<file path="config.mk">
export PLATFORM = sky130hd
export DESIGN_NAME = radio_link_frame_receiver
export DESIGN_NICKNAME = d
export VERILOG_FILES = /design/src/hdl/rlfr_pkg.sv /design/src/hdl/rlfr_front.sv /design/src/hdl/rlfr_queue.sv /design/src/hdl/rlfr_back.sv /design/src/hdl/radio_link_frame_receiver.sv
export SDC_FILE = /design/constraint.sdc
export NUM_CORES = 1
export LEC_CHECK = 0
export BUFFER_PORTS_ARGS = -buffer_cell sky130_fd_sc_hd__buf_4
export CORE_MARGIN = 5
export CORE_UTILIZATION = 52
export CTS_BUF_LIST = sky130_fd_sc_hd__clkbuf_8
export CTS_CLUSTER_DIAMETER = 60
export CTS_CLUSTER_SIZE = 10
export DETAILED_ROUTE_END_ITERATION = 8
export GPL_TIMING_DRIVEN = 0
export PLACE_DENSITY = 0.7
export SLEW_MARGIN = 10
export SYNTH_ARGS = -nofsm -noshare
export SYNTH_HDL_FRONTEND = slang
export SYNTH_HIERARCHICAL = 1
export SYNTH_SLANG_ARGS = --single-unit
</file>
<file path="constraint.sdc">
create_clock -name clk -period 4.66 [get_ports clk]
set_input_delay 1.398 -clock clk [delete_from_list [all_inputs] [get_ports clk]]
set_output_delay 1.398 -clock clk [all_outputs]
set_load 0.05 [all_outputs]
</file>
<file path="src/hdl/rlfr_pkg.sv">
// ----------------------------------------------------------------------------
// rlfr_pkg - radio link frame receiver package
// Word types, classification codes and constants shared by the receiver.
// ----------------------------------------------------------------------------
package rlfr_pkg;

    localparam int MAX_FRAME   = 256;
    localparam int QUEUE_DEPTH = 2;
    localparam int QPTR_W      = $clog2(QUEUE_DEPTH);
    localparam int QCNT_W      = $clog2(QUEUE_DEPTH + 1);

    localparam logic [7:0] FRAME_LAST  = 8'(MAX_FRAME - 1);

    localparam logic [7:0] TAIL_BYTE   = 8'h90;
    localparam logic [7:0] STATUS_HEAD = 8'hEB;
    localparam logic [7:0] RTK_HEAD    = 8'hAC;
    localparam logic [7:0] CR_BYTE     = 8'h0D;
    localparam logic [7:0] LF_BYTE     = 8'h0A;
    localparam logic [7:0] CHAR_O      = 8'h4F;
    localparam logic [7:0] CHAR_K      = 8'h4B;
    localparam logic [7:0] CHAR_E      = 8'h45;
    localparam logic [7:0] CHAR_R      = 8'h52;
    localparam logic [7:0] CHAR_PLUS   = 8'h2B;

    localparam logic [2:0] EV_NONE     = 3'd0;
    localparam logic [2:0] EV_STATUS   = 3'd1;
    localparam logic [2:0] EV_RTK      = 3'd2;
    localparam logic [2:0] EV_OTHER    = 3'd3;
    localparam logic [2:0] EV_MODEM    = 3'd4;
    localparam logic [2:0] EV_DISCARD  = 3'd5;
    localparam logic [2:0] EV_OVERFLOW = 3'd6;

    localparam logic [1:0] REPLY_NONE  = 2'd0;
    localparam logic [1:0] REPLY_READ  = 2'd1;
    localparam logic [1:0] REPLY_ERRO  = 2'd2;

    localparam logic       KIND_BYTE   = 1'b0;

    typedef enum logic [2:0] {
        CMD_NONE,
        CMD_LOAD,
        CMD_STATUS,
        CMD_RTK,
        CMD_OTHER,
        CMD_MODEM,
        CMD_DISCARD,
        CMD_OVERFLOW
    } rlfr_op_t;

    typedef enum logic [1:0] {
        RTK_KEEP,
        RTK_SET,
        RTK_CLEAR
    } rlfr_rtk_t;

    typedef struct packed {
        logic       kind;
        logic [7:0] data_byte;
        logic [7:0] reply_count;
        logic       send_ready;
    } rlfr_in_t;

    typedef struct packed {
        logic [2:0] frame_event;
        logic [7:0] frame_length;
        logic       link_ok;
        logic       rtk_ok;
        logic [1:0] reply_sent;
        logic [7:0] replies_left;
    } rlfr_out_t;

    typedef struct packed {
        rlfr_op_t   op;
        logic [7:0] length;
        logic       link_match;
        rlfr_rtk_t  rtk;
        logic [7:0] reply_count;
        logic       send_ready;
    } rlfr_cmd_t;

endpackage

</file>
<file path="src/hdl/rlfr_front.sv">
// ----------------------------------------------------------------------------
// rlfr_front - byte classifier
// Tracks frame position, header and last two bytes; issues one command word
// per accepted input word.
// ----------------------------------------------------------------------------
module rlfr_front (
    input  logic              clk,
    input  logic              rst_n,
    input  logic              item_valid,
    output logic              item_ready,
    input  rlfr_pkg::rlfr_in_t item,
    output logic              cmd_push,
    input  logic              cmd_full,
    output rlfr_pkg::rlfr_cmd_t cmd
);
    import rlfr_pkg::*;

    logic [7:0]  count_reg, count_next;
    logic [31:0] header_reg, header_next;
    logic [15:0] last_reg, last_next;

    logic [31:0] header_upd;
    logic [7:0]  b;
    logic [7:0]  p;
    logic [7:0]  prev1;
    logic [7:0]  prev2;

    assign item_ready = !cmd_full;
    assign cmd_push   = item_valid && !cmd_full;

    assign b     = item.data_byte;
    assign p     = count_reg;
    assign prev1 = last_reg[7:0];
    assign prev2 = last_reg[15:8];

    always_comb
    begin
        header_upd = header_reg;
        if (p == 8'd0)
        begin
            header_upd = {24'd0, b};
        end
        else if (p < 8'd4)
        begin
            header_upd[{p[1:0], 3'b000} +: 8] = b;
        end
    end

    always_comb
    begin
        count_next       = count_reg;
        header_next      = header_reg;
        last_next        = last_reg;
        cmd.op           = CMD_NONE;
        cmd.length       = 8'd0;
        cmd.link_match   = 1'b0;
        cmd.rtk          = RTK_KEEP;
        cmd.reply_count  = item.reply_count;
        cmd.send_ready   = item.send_ready;
        if (item.kind != KIND_BYTE)
        begin
            cmd.op = CMD_LOAD;
        end
        else
        begin
            priority if (b == TAIL_BYTE)
            begin
                cmd.length = p;
                if (header_upd[7:0] == STATUS_HEAD)
                begin
                    cmd.op         = CMD_STATUS;
                    cmd.link_match = (p >= 8'd2) && (prev2 == CHAR_O) && (prev1 == CHAR_K);
                end
                else if (header_upd[7:0] == RTK_HEAD)
                begin
                    cmd.op = CMD_RTK;
                    if ((p >= 8'd3) && (header_upd[15:8] == CHAR_O)
                        && (header_upd[23:16] == CHAR_K))
                    begin
                        cmd.rtk = RTK_SET;
                    end
                    else if ((p >= 8'd4) && (header_upd[15:8] == CHAR_E)
                        && (header_upd[23:16] == CHAR_R) && (header_upd[31:24] == CHAR_R))
                    begin
                        cmd.rtk = RTK_CLEAR;
                    end
                end
                else
                begin
                    cmd.op = CMD_OTHER;
                end
                count_next  = 8'd0;
                header_next = 32'd0;
                last_next   = 16'd0;
            end
            else if ((p >= 8'd2) && (prev2 == CHAR_K) && (prev1 == CR_BYTE) && (b == LF_BYTE))
            begin
                cmd.length  = p;
                cmd.op      = (header_upd[7:0] == CHAR_PLUS) ? CMD_MODEM : CMD_DISCARD;
                count_next  = 8'd0;
                header_next = 32'd0;
                last_next   = 16'd0;
            end
            else if (p >= FRAME_LAST)
            begin
                cmd.length  = p;
                cmd.op      = CMD_OVERFLOW;
                count_next  = 8'd0;
                header_next = 32'd0;
                last_next   = 16'd0;
            end
            else
            begin
                count_next  = p + 8'd1;
                header_next = header_upd;
                last_next   = {prev1, b};
            end
        end
    end

    always_ff @(posedge clk or negedge rst_n)
    begin
        if (!rst_n)
        begin
            count_reg  <= 8'd0;
            header_reg <= 32'd0;
            last_reg   <= 16'd0;
        end
        else if (cmd_push)
        begin
            count_reg  <= count_next;
            header_reg <= header_next;
            last_reg   <= last_next;
        end
    end

endmodule

</file>
<file path="src/hdl/rlfr_queue.sv">
// ----------------------------------------------------------------------------
// rlfr_queue - command queue
// Short FIFO of command words between classifier and executor.
// ----------------------------------------------------------------------------
module rlfr_queue (
    input  logic                clk,
    input  logic                rst_n,
    input  logic                push,
    input  rlfr_pkg::rlfr_cmd_t cmd_in,
    output logic                full,
    input  logic                pop,
    output rlfr_pkg::rlfr_cmd_t cmd_out,
    output logic                empty
);
    import rlfr_pkg::*;

    rlfr_cmd_t entry_reg [QUEUE_DEPTH];

    logic [QPTR_W-1:0] wr_ptr_reg, wr_ptr_next;
    logic [QPTR_W-1:0] rd_ptr_reg, rd_ptr_next;
    logic [QCNT_W-1:0] fill_reg, fill_next;

    assign full    = (fill_reg == QCNT_W'(QUEUE_DEPTH));
    assign empty   = (fill_reg == '0);
    assign cmd_out = entry_reg[rd_ptr_reg];

    always_comb
    begin
        wr_ptr_next = wr_ptr_reg;
        rd_ptr_next = rd_ptr_reg;
        fill_next   = fill_reg;
        if (push)
        begin
            wr_ptr_next = (wr_ptr_reg == QPTR_W'(QUEUE_DEPTH - 1)) ? '0
                                                                 : wr_ptr_reg + 1'b1;
        end
        if (pop)
        begin
            rd_ptr_next = (rd_ptr_reg == QPTR_W'(QUEUE_DEPTH - 1)) ? '0
                                                                 : rd_ptr_reg + 1'b1;
        end
        if (push && !pop)
        begin
            fill_next = fill_reg + 1'b1;
        end
        else if (pop && !push)
        begin
            fill_next = fill_reg - 1'b1;
        end
    end

    always_ff @(posedge clk)
    begin
        if (push)
        begin
            entry_reg[wr_ptr_reg] <= cmd_in;
        end
    end

    always_ff @(posedge clk or negedge rst_n)
    begin
        if (!rst_n)
        begin
            wr_ptr_reg <= '0;
            rd_ptr_reg <= '0;
            fill_reg   <= '0;
        end
        else
        begin
            wr_ptr_reg <= wr_ptr_next;
            rd_ptr_reg <= rd_ptr_next;
            fill_reg   <= fill_next;
        end
    end

endmodule

</file>
<file path="src/hdl/rlfr_back.sv">
// ----------------------------------------------------------------------------
// rlfr_back - command executor
// Applies command words to link, RTK and reply state; holds the result word.
// ----------------------------------------------------------------------------
module rlfr_back (
    input  logic                clk,
    input  logic                rst_n,
    input  rlfr_pkg::rlfr_cmd_t cmd,
    input  logic                cmd_empty,
    output logic                cmd_pop,
    output logic                result_valid,
    input  logic                result_ready,
    output rlfr_pkg::rlfr_out_t result
);
    import rlfr_pkg::*;

    logic       link_reg, link_next;
    logic       rtk_reg, rtk_next;
    logic [7:0] pending_reg, pending_next;
    logic       flag_reg, flag_next;
    logic       valid_reg;
    rlfr_out_t  result_reg, result_next;

    assign cmd_pop      = !cmd_empty && (!valid_reg || result_ready);
    assign result_valid = valid_reg;
    assign result       = result_reg;

    always_comb
    begin
        link_next    = link_reg;
        rtk_next     = rtk_reg;
        pending_next = pending_reg;
        flag_next    = flag_reg;
        result_next.frame_event  = EV_NONE;
        result_next.frame_length = cmd.length;
        result_next.reply_sent   = REPLY_NONE;
        unique case (cmd.op)
            CMD_NONE:
            begin
                result_next.frame_length = 8'd0;
            end
            CMD_LOAD:
            begin
                result_next.frame_length = 8'd0;
                pending_next             = cmd.reply_count;
                flag_next                = cmd.send_ready;
            end
            CMD_STATUS:
            begin
                result_next.frame_event = EV_STATUS;
                link_next               = cmd.link_match;
                if (pending_reg != 8'd0)
                begin
                    result_next.reply_sent = flag_reg ? REPLY_READ : REPLY_ERRO;
                    pending_next           = pending_reg - 8'd1;
                end
            end
            CMD_RTK:
            begin
                result_next.frame_event = EV_RTK;
                unique case (cmd.rtk)
                    RTK_SET:   rtk_next = 1'b1;
                    RTK_CLEAR: rtk_next = 1'b0;
                    default:   rtk_next = rtk_reg;
                endcase
            end
            CMD_OTHER:    result_next.frame_event = EV_OTHER;
            CMD_MODEM:    result_next.frame_event = EV_MODEM;
            CMD_DISCARD:  result_next.frame_event = EV_DISCARD;
            CMD_OVERFLOW: result_next.frame_event = EV_OVERFLOW;
            default:      result_next.frame_length = 8'd0;
        endcase
        result_next.link_ok      = link_next;
        result_next.rtk_ok       = rtk_next;
        result_next.replies_left = pending_next;
    end

    always_ff @(posedge clk)
    begin
        if (cmd_pop)
        begin
            result_reg <= result_next;
        end
    end

    always_ff @(posedge clk or negedge rst_n)
    begin
        if (!rst_n)
        begin
            link_reg    <= 1'b0;
            rtk_reg     <= 1'b0;
            pending_reg <= 8'd0;
            flag_reg    <= 1'b0;
            valid_reg   <= 1'b0;
        end
        else
        begin
            if (cmd_pop)
            begin
                link_reg    <= link_next;
                rtk_reg     <= rtk_next;
                pending_reg <= pending_next;
                flag_reg    <= flag_next;
                valid_reg   <= 1'b1;
            end
            else if (result_ready)
            begin
                valid_reg   <= 1'b0;
            end
        end
    end

endmodule

</file>
<file path="src/hdl/radio_link_frame_receiver.sv">
// ----------------------------------------------------------------------------
// radio_link_frame_receiver - radio link frame receiver
// Takes one word per cycle (a received byte or a reply setting) while the
// command queue has room, and returns one result word per input word: frame
// event, length, link/RTK state and reply signalling. An accepted word goes
// into the command queue, then is registered as the result word when the
// output side is free. One word per cycle is sustained while neither side
// stalls; a two-word queue between classifier and executor lets either stall.
// ----------------------------------------------------------------------------
module radio_link_frame_receiver (
    input  logic                clk,
    input  logic                rst_n,
    input  logic                item_valid,
    output logic                item_ready,
    input  rlfr_pkg::rlfr_in_t  item,
    output logic                result_valid,
    input  logic                result_ready,
    output rlfr_pkg::rlfr_out_t result
);
    import rlfr_pkg::*;

    rlfr_cmd_t cmd_in;
    rlfr_cmd_t cmd_out;
    logic      cmd_push;
    logic      cmd_full;
    logic      cmd_pop;
    logic      cmd_empty;

    rlfr_front u_front (
        .clk        (clk),
        .rst_n      (rst_n),
        .item_valid (item_valid),
        .item_ready (item_ready),
        .item       (item),
        .cmd_push   (cmd_push),
        .cmd_full   (cmd_full),
        .cmd        (cmd_in)
    );

    rlfr_queue u_queue (
        .clk     (clk),
        .rst_n   (rst_n),
        .push    (cmd_push),
        .cmd_in  (cmd_in),
        .full    (cmd_full),
        .pop     (cmd_pop),
        .cmd_out (cmd_out),
        .empty   (cmd_empty)
    );

    rlfr_back u_back (
        .clk          (clk),
        .rst_n        (rst_n),
        .cmd          (cmd_out),
        .cmd_empty    (cmd_empty),
        .cmd_pop      (cmd_pop),
        .result_valid (result_valid),
        .result_ready (result_ready),
        .result       (result)
    );

endmodule
</file>
==> run summary <==
Status - complete, no violations
Setup bufs post-CTS - 0
Hpwl dp - 10900 um
Largest net degree at the start of global routing - 73
WL met1 - 6620 um
Drt total wl - 15500 um
Crit end category - register
Final setup violation count - 0
NumNets Final - 670
Post-route setup TNS - 0 ps
Final Cycle Share - 85.2%
CTS clock-pin slew for the worst setup and hold paths - 80 ps
Min Tclk post-route - 3970 ps
Drc violations - 0
YS warnings - 6
Row Count - 42
CP Launch Point - item[10]
Initial antenna violation count - 0
Global route overflow - 0
Top routing layer in use - met4
Hold path startpoint - u_back/link_reg
Pre-CTS setup slack - 420 ps
WL met3 - 1080 um
Mapped Cells - 586
Ports - 47
Reg2Reg Launch Point - u_front/count_reg[0]
Setup Skew - 14.5 ps
Main flop type after synthesis - dfrtp_1
Fin Hold WS - 481 ps
Max FFs per register - 46
N_diodes - 0
CTS Hold Bufs - 0
DR pass1 iterations - 5
Most common cell after layout, fill and taps aside - dfrtp_1
Ys async rst share - 51.1%
Kind of cell adding the most delay to the critical path - simple AND/OR/NAND/NOR gates
Inserted Clock Buffers - 17
Hold Crit Class - reg2reg
Critical path class - in2reg
Area Growth Syn to Fin - 13.2%
RSZ-0062 raised after global routing - no
Vias in the first global route - 4928
CTS resizes - 0
Clock insertion delay at the later pin of the skew report - 440 ps
Clock net sink count - 141
Die ar. - 0.0158 mm2
Synth Register Bits - 141
DRT iter0 DRCs - 630
Max-cap viol count - 0
Die W - 126 um
GRT Total Usage - 20.1%
Slew Viols, Final - 0
# fillers - 1058
Seq/Total Area, Yosys - 55.7%
CTS Buffer Depth - 2
WP data required - 4820 ps
Fmax - 0.252 GHz
Slew @ Worst Pin - 1300 ps
Post-route ant nets - 0
Post-synth EDFFs - 69
Crit path max-delay cell type - nor4_1
Worst VDD drop - 0.000392 V
DR vias - 4993
Buf/Inv on CP - 3
Yosys cell types - 69
CP Data Arrival Time - 4130 ps
Leakage power - 0.00320 uW
Vert. Die Dim - 126 um
CP most frequent cell - clkbuf_1
Core ar. - 0.0132 mm2
FF/Latch Area - 0.00387 mm2
Multi-input gate area - 0.00278 mm2
First-pass GRT wire length - 25500 um
Root Driver - clkbuf_8
WL met2 - 7530 um
Crit path launch type - input port
Avg Vias per Cell - 6.04
CP max stage delay - 660 ps
Power Total - 5490 uW
Net Count, Synth - 618
Routability congestion estimate - 0.917
Syn Area/Cell - 11.9 um2
TritonCTS clock tree - yes
Worst Slack Setup Final - 689 ps
Post-Layout Cell Count - 826
Power Dens Cells - 697 mW/mm2
Max H-tree Level - 4
Max FO, Critical Path - 10
WL/cell - 18.8 um
Layout cells sized above 1 - 18.8%
Starting Density - 52.7%
Mapped Area - 0.00696 mm2
Slew margin rel. - 12.6%
Commonest non-fill, non-tap cells in the layout - dfrtp_1, edfxtp_1, a22o_1, buf_4, nand2_1
Crit path cell chain - clkbuf_1, nor4bb_1, nand3_1, nor4_1, clkbuf_1, inv_1, o41ai_1, a21oi_1
DP Cell Count - 795
Buffers on Ports - 32
Final Hold Fails - 0
metal layers:
metal | global-route usage [%] | up-vias
met5 | 0 | -
met1 | 26.6 | 2422
li1 | - | 2320
met2 | 32.1 | 224
met4 | 7.72 | 0
met3 | 5.29 | 27
cells in the mapped netlist (4+ instances only):
| library cell | number | area, um2 |
|---|---|---|
| buf_6 | 4 | 45.0 |
| and3_1 | 13 | 81.3 |
| a22oi_1 | 6 | 45.0 |
| ha_1 | 10 | 125 |
| buf_4 | 9 | 67.6 |
| edfxtp_1 | 69 | 2070 |
| nand4_1 | 6 | 37.5 |
| clkbuf_1 | 26 | 97.6 |
| and4_1 | 4 | 35.0 |
| mux2_4 | 19 | 285 |
| nand3_1 | 16 | 80.1 |
| nor3b_1 | 4 | 30.0 |
| nor4_1 | 5 | 31.3 |
| a31oi_1 | 5 | 31.3 |
| xor2_1 | 5 | 43.8 |
| nor2b_1 | 14 | 87.6 |
| nand2_1 | 41 | 154 |
| a21o_1 | 4 | 30.0 |
| inv_1 | 15 | 56.3 |
| or4_1 | 4 | 30.0 |
| nor3_1 | 17 | 85.1 |
| a21oi_1 | 9 | 45.0 |
| a22o_1 | 42 | 368 |
| o21ai_1 | 8 | 40.0 |
| o31ai_1 | 14 | 105 |
| and2_1 | 6 | 37.5 |
| mux2_2 | 6 | 67.6 |
| nor2_1 | 33 | 124 |
| o31a_1 | 4 | 35.0 |
| dfrtp_1 | 72 | 1800 |
| nand2b_1 | 8 | 50.1 |
| o21ai_0 | 24 | 120 |
kinds of logic (layout without fill, tap and decap cells):
logic type / Yosys count / after routing / share of synthesized area, %
xor+xnor: 8 / 8 / 1.01
compound gates: 144 / 144 / 15.4
flops: 141 / 141 / 55.7
fa+ha+maj: 10 / 10 / 1.80
simple gates: 196 / 196 / 15.9
mux: 29 / 29 / 5.67
buf+inv: 58 / 122 / 4.53
where the power goes:
| part | internal [uW] | switching [uW] | total, uW |
|---|---|---|---|
| sequential | 1810 | 255 | 2060 |
| combinational | 901 | 1460 | 2360 |
| clock | 628 | 443 | 1070 |
| total | 3340 | 2160 | 5490 |
final cells by class:
class,count,area share (%)
plain buffers,42,3.26
clock buffers,17,2.97
multi-input cells,387,35.3
well taps,176,2.80
inverters,16,0.763
clock inverters,14,2.54
repair buffers,33,3.24
flip-flops and latches,141,49.2
through the flow:
step           cell area [um2]  utilization [%]
5_1_grt                   7880             59.7
2_1_floorplan             6960                -
6_report                  7880             59.7
3_5_place_dp              7440             56.4
3_3_place_gp              7420             56.2
4_1_cts                   7880             59.7
final timing paths:
kind	end	cells past startpoint	slack [ps]
max	u_queue/entry_reg[1][21]	8	690
min	u_back/link_reg	2	480
max reg2reg	u_queue/entry_reg[0][9]	9	870
min reg2reg	u_back/link_reg	2	480
max in group asynchronous	u_front/count_reg[2]	1	2940
min in group asynchronous	u_back/pending_reg[2]	1	1090
tightest hold or removal path: stages, from the launching register on:
cell,delay [ps]
dfrtp_1,340
nand2_1,50
nand2_1,60
Note: power is estimated with default switching activity, not from simulation.
